File: src/rtl/twg_pkg.sv
// Shared types, constants and angle tables of the test waveform generator.
package twg_pkg;

  // Default parameter values
  localparam int CORDIC_STAGES_DEF = 18;
  localparam int LEVEL_WIDTH_DEF   = 32;

  // Field widths
  localparam int T_W     = 48;  // sample time, signed Q24.24
  localparam int LVL_W   = 32;  // configured levels, Q16.16
  localparam int FREQ_W  = 32;  // frequency, Q16.16
  localparam int CC_W    = 22;  // cycle count
  localparam int TIME_W  = 47;  // configured times, Q23.24
  localparam int CFG_IDX_W  = 8;
  localparam int CFG_DATA_W = 64;

  // Datapath widths
  localparam int CW        = 34;  // CORDIC x, y, z
  localparam int Q_W       = 33;  // decay argument, Q30
  localparam int DIV_STEPS = 33;  // quotient bits of the decay argument
  localparam int PROD_W    = 80;  // time times frequency
  localparam int BASE_W    = 55;  // initial plus amplitude times index
  localparam int DELTA_W   = 34;  // sine term
  localparam int TPROD_W   = 66;
  localparam int SUM_W     = 56;
  localparam int ALIGN_DLY = 32;  // sine term wait for the decay factor

  // Fixed-point constants
  localparam logic signed [CW-1:0] CIRC_START  = 34'sd652032874;
  localparam logic signed [CW-1:0] HYP_START   = 34'sd1296540104;
  localparam logic signed [CW-1:0] Q30_ONE     = 34'sd1073741824;
  localparam logic [30:0]          HALF_PI_Q30 = 31'd1686629713;
  localparam logic [Q_W-1:0]       LN2_X1      = 33'd744261118;
  localparam logic [Q_W-1:0]       LN2_X2      = 33'd1488522236;
  localparam logic [Q_W-1:0]       LN2_X4      = 33'd2977044472;

  typedef enum logic [1:0] {
    WAVE_STEPS  = 2'd0,
    WAVE_SQUARE = 2'd1,
    WAVE_SINE   = 2'd2,
    WAVE_COSINE = 2'd3
  } wave_t;

  typedef enum logic [1:0] {
    PH_BEFORE = 2'd0,
    PH_DURING = 2'd1,
    PH_AFTER  = 2'd2
  } phase_t;

  typedef enum logic [2:0] {
    REG_WAVE_TYPE   = 3'd0,
    REG_INIT_LEVEL  = 3'd1,
    REG_AMPLITUDE   = 3'd2,
    REG_FREQUENCY   = 3'd3,
    REG_CYCLE_COUNT = 3'd4,
    REG_HALF_PERIOD = 3'd5,
    REG_DURATION    = 3'd6,
    REG_WINDOW_MODE = 3'd7
  } cfg_reg_t;

  localparam logic [1:0] WIN_NONE  = 2'd0;
  localparam logic [1:0] WIN_DECAY = 2'd2;

  // Side data that rides along the sine rotator
  typedef struct packed {
    phase_t          status;
    logic            trig;
    logic            inwin;
    logic [1:0]      quad;
    logic [CC_W-1:0] mult_idx;
  } meta_t;

  // Side data that waits for the decay factor
  typedef struct packed {
    phase_t                     status;
    logic                       add_delta;
    logic signed [BASE_W-1:0]   base;
    logic signed [DELTA_W-1:0]  delta;
  } tail_t;

  // Circular rotation angle atan(2^-i), Q30
  function automatic logic signed [CW-1:0] circ_angle(input int i);
    logic signed [CW-1:0] a;
    case (i)
      0:       a = 34'sd843314857;
      1:       a = 34'sd497837829;
      2:       a = 34'sd263043837;
      3:       a = 34'sd133525159;
      4:       a = 34'sd67021687;
      5:       a = 34'sd33543516;
      6:       a = 34'sd16775851;
      7:       a = 34'sd8388437;
      8:       a = 34'sd4194283;
      9:       a = 34'sd2097149;
      default: a = (i <= 30) ? CW'(64'sd1 <<< (30 - i)) : '0;
    endcase
    return a;
  endfunction

  // Hyperbolic shift of step n: steps four and thirteen run twice
  function automatic int hyp_index(input int n);
    return n + 1 - ((n >= 4) ? 1 : 0) - ((n >= 14) ? 1 : 0);
  endfunction

  // Hyperbolic rotation angle atanh(2^-i), Q30
  function automatic logic signed [CW-1:0] hyp_angle(input int i);
    logic signed [CW-1:0] a;
    case (i)
      1:       a = 34'sd589812981;
      2:       a = 34'sd274247418;
      3:       a = 34'sd134923406;
      4:       a = 34'sd67196451;
      5:       a = 34'sd33565361;
      6:       a = 34'sd16778582;
      7:       a = 34'sd8388779;
      8:       a = 34'sd4194325;
      9:       a = 34'sd2097155;
      10:      a = 34'sd1048576;
      default: a = (i <= 30) ? CW'(64'sd1 <<< (30 - i)) : '0;
    endcase
    return a;
  endfunction

endpackage

File: src/rtl/twg_exp.sv
// Pipelined exp(-u): range reduction by ln2, hyperbolic CORDIC, final shift.
module twg_exp import twg_pkg::*; #(
  parameter int STAGES = CORDIC_STAGES_DEF
) (
  input  logic                 clk,
  input  logic [Q_W-1:0]       u_i,
  output logic signed [CW-1:0] e_o
);

  logic [Q_W-1:0]       u1_r, u2_r, r_r;
  logic                 k2_r;
  logic [1:0]           k21_r;
  logic [2:0]           k_r;
  logic signed [CW-1:0] x_r [0:STAGES-1];
  logic signed [CW-1:0] y_r [0:STAGES-1];
  logic signed [CW-1:0] z_r [0:STAGES-1];
  logic [2:0]           kl_r [0:STAGES-1];
  logic signed [CW-1:0] e_r;

  // Reduce u by 4, 2 and 1 times ln2
  always_ff @(posedge clk) begin
    k2_r  <= (u_i >= LN2_X4);
    u1_r  <= (u_i >= LN2_X4) ? u_i - LN2_X4 : u_i;
    k21_r <= {k2_r, (u1_r >= LN2_X2)};
    u2_r  <= (u1_r >= LN2_X2) ? u1_r - LN2_X2 : u1_r;
    k_r   <= {k21_r, (u2_r >= LN2_X1)};
    r_r   <= (u2_r >= LN2_X1) ? u2_r - LN2_X1 : u2_r;
  end

  for (genvar n = 0; n < STAGES; n++) begin : g_stage
    localparam int SH = hyp_index(n);
    logic signed [CW-1:0] xi, yi, zi, xn, yn, zn;
    logic [2:0]           ki;

    if (n == 0) begin : g_first
      assign xi = HYP_START;
      assign yi = HYP_START;
      assign zi = CW'(0) - CW'(r_r);
      assign ki = k_r;
    end else begin : g_next
      assign xi = x_r[n-1];
      assign yi = y_r[n-1];
      assign zi = z_r[n-1];
      assign ki = kl_r[n-1];
    end

    // Hyperbolic micro-rotation
    always_comb begin
      if (!zi[CW-1]) begin
        xn = xi + (yi >>> SH);
        yn = yi + (xi >>> SH);
        zn = zi - hyp_angle(SH);
      end else begin
        xn = xi - (yi >>> SH);
        yn = yi - (xi >>> SH);
        zn = zi + hyp_angle(SH);
      end
    end

    always_ff @(posedge clk) begin
      x_r[n]  <= xn;
      y_r[n]  <= yn;
      z_r[n]  <= zn;
      kl_r[n] <= ki;
    end
  end

  // Scale by 2^-k
  always_ff @(posedge clk) begin
    e_r <= x_r[STAGES-1] >>> kl_r[STAGES-1];
  end

  assign e_o = e_r;

endmodule

File: config.mk
export PLATFORM = sky130hd
export DESIGN_NAME = twg_exp
export DESIGN_NICKNAME = d
export VERILOG_FILES = /design/src/rtl/twg_pkg.sv /design/src/rtl/twg_exp.sv
export SDC_FILE = /design/constraint.sdc
export NUM_CORES = 2
export LEC_CHECK = 0
export BUFFER_PORTS_ARGS = -buffer_cell sky130_fd_sc_hd__buf_4
export CORE_AREA = 3 3 539 274
export CTS_BUF_LIST = sky130_fd_sc_hd__clkbuf_8 sky130_fd_sc_hd__clkbuf_16
export DETAILED_ROUTE_END_ITERATION = 8
export DIE_AREA = 0 0 542 277
export GPL_TIMING_DRIVEN = 0
export PLACE_DENSITY = 0.71
export REMOVE_ABC_BUFFERS = 1
export SYNTH_ARGS = -nofsm -noshare
export SYNTH_HDL_FRONTEND = slang
export SYNTH_SLANG_ARGS = --single-unit
File: constraint.sdc
create_clock -name clk -period 15.9 [get_ports clk]
set_clock_uncertainty 0.2 [all_clocks]
set_input_delay 3.18 -clock clk [delete_from_list [all_inputs] [get_ports clk]]
set_output_delay 3.18 -clock clk [all_outputs]
set_load 0.005 [all_outputs]
==> flow_metrics.tcl <==
set metrics [dict create \
    max_stage_delay_ns 0.61 \
    mostFrequentLayoutCells "dfxtp_1, a21oi_1, xnor2_1" \
    hold_viol 0 \
    gp_congestion 0.8953 \
    rrSetupSlack_ns 9.50 \
    postLayoutCellArea_sq_mm 0.08636 \
    synth_edf_count 0 \
    drv_slew 0 \
    cp_num_buf_inv 1 \
    worstRegToRegCells 22 \
    avgSynthCellArea_sq_um 8.665 \
    min_period_ns 6.402 \
    grt_max_degree 47 \
    wl_per_cell_microns 13.63 \
    critPathTopFamily "simple AND/OR/NAND/NOR gates" \
    die_area_sq_mm 0.1501 \
    fp.dieH_microns 277 \
    cp-endpoint "z_r[0][32]$_DFF_P_" \
    finalSetupViolCount 0 \
    io_pins 68 \
    fin_ws_ns 9.498 \
    numClockSinks 1209 \
    tightest_slew_ns 1.366 \
    dr.pass1.iters 5 \
    pre_cts_slack_ns 9.456 \
    cp_common_cell "a21oi_1" \
    async_flop_share 0 \
    yosys_warnings 0 \
    worstPathCellList "or3_1, nor4_1, nand3_1, or2_2, nand2b_1, nor3_2, nand2b_1, nor3_1, nor3b_2, inv_1, ha_1, and3b_1, o21ai_1, a21oi_1, o31a_1, a21oi_1, a31oi_1, a21oi_1, o21ai_0, a221oi_1, o21ai_0, xor2_1" \
    timing.rr.start "r_r[8]$_DFF_P_" \
    core_sq_mm 0.1427 \
    fin_nets 10310 \
    post-dp-hpwl_mm 119.4 \
    drc 0 \
    tns_ns 0 \
    cp-end-kind "flip-flop" \
    hold_class "flip-flop to flip-flop" \
    cts_buffer_depth 3 \
    crit_path_start "r_r[8]$_DFF_P_" \
    status "finished clean" \
    dpl_cell_area_sq_mm 0.08229 \
    synthTopCellsByArea "dfxtp_1, ha_1, xnor2_1" \
    rows 98 \
    grt_setup_unrepaired "false" \
    startpoint_type "flip-flop" \
    vias 61870 \
    synth.top_cell.area_share 0.3030 \
    grt_first_pass_wirelength_mm 263.4 \
    crit_cells 22 \
    worstPathArrival_ns 6.80 \
    relSlewSlack 0.08824 \
    fillers 12530 \
    htree_levels 3 \
    finalCritPeriodShare 0.4027 \
    rr_endpoint "z_r[0][32]$_DFF_P_" \
    yosys.area.top_type "dfxtp_1" \
    crit_type "flip-flop to flip-flop" \
    n_antenna_cell 0 \
    antenna_found_initial 1 \
    gr-usage-all-layers 0.1983 \
    routed_wl_mm 153.5 \
    layout_commonest_cell "dfxtp_1" \
    clk_latency_ns 0.72 \
    required_ns 16.30 \
    max_cap_violations 0 \
    viasPerCell 5.494 \
    syn-cell-area_sq_mm 0.07987 \
    die_x_microns 542 \
    worstPathMaxFanout 17 \
    critPathSlowestCell "a221oi_1" \
    cts-resized-gates 0 \
    cts_buffers 110 \
    drive_gt1_frac 0.04294 \
    ys_ff_latch 1209 \
    syn_to_final_growth_pct 8.124 \
    cts_tree "yes" \
    ys.flop_type "dfxtp_1" \
    regArea_sq_mm 0.02421 \
    fmax_mhz 156.2 \
    port_buffers 67 \
    start_util 0.5596 \
    cts_setup_buffers 0 \
    synth_seq_area_share 0.3030 \
    grt-ovfl-total 0 \
    grt_pass1_vias 58350 \
    drtIter0Drc 2912 \
    clkTransAtPathRegs_ns 0.07 \
    ant_nets 0 \
    synthesis.instances 9217 \
    multi_input_area_sq_mm 0.05349 \
    clockRootBuffer "clkbuf_16" \
    synth_cell_types 100 \
    cts-hold-fix-buffers 0 \
]
[synth_stat cells (15+ instances only)]
master / count
a211oi_1: 76
or2_2: 29
nor2_1: 752
a21o_1: 428
inv_1: 445
nor4_1: 77
a21boi_0: 18
and2_1: 62
mux2_2: 29
o21ai_0: 375
xnor2_1: 998
nor3_1: 211
nand3_1: 168
xor2_1: 284
ha_1: 981
dfxtp_1: 1209
clkbuf_1: 113
o41ai_1: 27
or4_1: 22
o31ai_1: 30
nand2b_1: 135
o21a_1: 139
a31oi_1: 128
nor3b_1: 15
o211ai_1: 36
or3_1: 36
o21bai_1: 120
a21oi_1: 1005
o2111ai_1: 19
o31a_1: 20
nor2b_1: 134
and3_1: 99
nand4_1: 53
fa_1: 29
a31o_2: 24
nand2_1: 510
a221oi_1: 15
o21ai_1: 44
a211o_1: 29
mux2i_1: 66
[flip-flops by register name, indices dropped and copies added (netlist names)]
name,cells
g_stage.ki,3
u1_r,33
u2_r,33
x_r,376
r_r,33
k21_r,2
z_r,440
e_o,34
y_r,200
k2_r,1
kl_r,54
[per-stage QoR]
stage                     hold slack, ns  utilization  cells
after global placement            0.1102       0.5764  11060
after CTS                         0.1013       0.6050  11260
after global routing              0.1075       0.6050  11260
final                             0.1030       0.6050  11260
after floorplan                   0.1096            -   9090
after detailed placement          0.1121       0.5765  11060
[layer usage]
| metal | vias up | track usage | part of all wire |
|---|---|---|---|
| met1 | 27710 | 0.2508 | 0.47 |
| met2 | 799 | 0.3551 | 0.47 |
| met3 | 261 | 0.02393 | 0.029 |
| met4 | 0 | 0.05264 | 0.025 |
| met5 | - | 0 | 0 |
| li1 | 33100 | - | - |
[worst reg2reg max path, stage by stage (launching register included)]
cell and delay (ns):
dfxtp_1 0.33, or3_1 0.43, nor4_1 0.26, nand3_1 0.17, or2_2 0.34, nand2b_1 0.19
nor3_2 0.22, nand2b_1 0.16, nor3_1 0.30, nor3b_2 0.38, inv_1 0.38, ha_1 0.46
and3b_1 0.17, o21ai_1 0.15, a21oi_1 0.12, o31a_1 0.29, a21oi_1 0.22, a31oi_1 0.19
a21oi_1 0.18, o21ai_0 0.14, a221oi_1 0.61, o21ai_0 0.24, xor2_1 0.18
[worst min-delay path by stage]
stage	start	end	slack, ns	cells past startpoint
floorplan	k21_r[0]$_DFF_P_	g_stage[0].ki[1]$_DFF_P_	0.11	0
CTS	kl_r[12][2]$_DFF_P_	kl_r[13][2]$_DFF_P_	0.10	0
global placement	kl_r[4][2]$_DFF_P_	kl_r[5][2]$_DFF_P_	0.11	0
detailed placement	kl_r[14][2]$_DFF_P_	kl_r[15][2]$_DFF_P_	0.11	0
global route	kl_r[12][2]$_DFF_P_	kl_r[13][2]$_DFF_P_	0.11	0
finish	kl_r[12][2]$_DFF_P_	kl_r[13][2]$_DFF_P_	0.10	0
[layout make-up]
class / count / share of cell area
Multi-Input combinational cell: 7429 / 0.6194
Clock inverter: 60 / 0.009795
Clock buffer: 144 / 0.03729
Timing Repair Buffer: 68 / 0.005955
Sequential cell: 1209 / 0.2804
Inverter: 452 / 0.01965
Tap cell: 1900 / 0.02753
[kinds of logic after synthesis]
logic type | Yosys count | synth area share
AOI/OAI and AO/OA | 2672 | 0.2106
and+or+nand+nor | 2357 | 0.1415
xor gates and xnor gates | 1282 | 0.1406
DFF | 1209 | 0.3030
adders and majority gates | 1010 | 0.1610
buffers and inverters | 579 | 0.02729
muxes | 108 | 0.01603
Power is left out: the tool's default activity adds up to more than one toggle a clock period on the data nets, which glitch-free logic cannot reach.
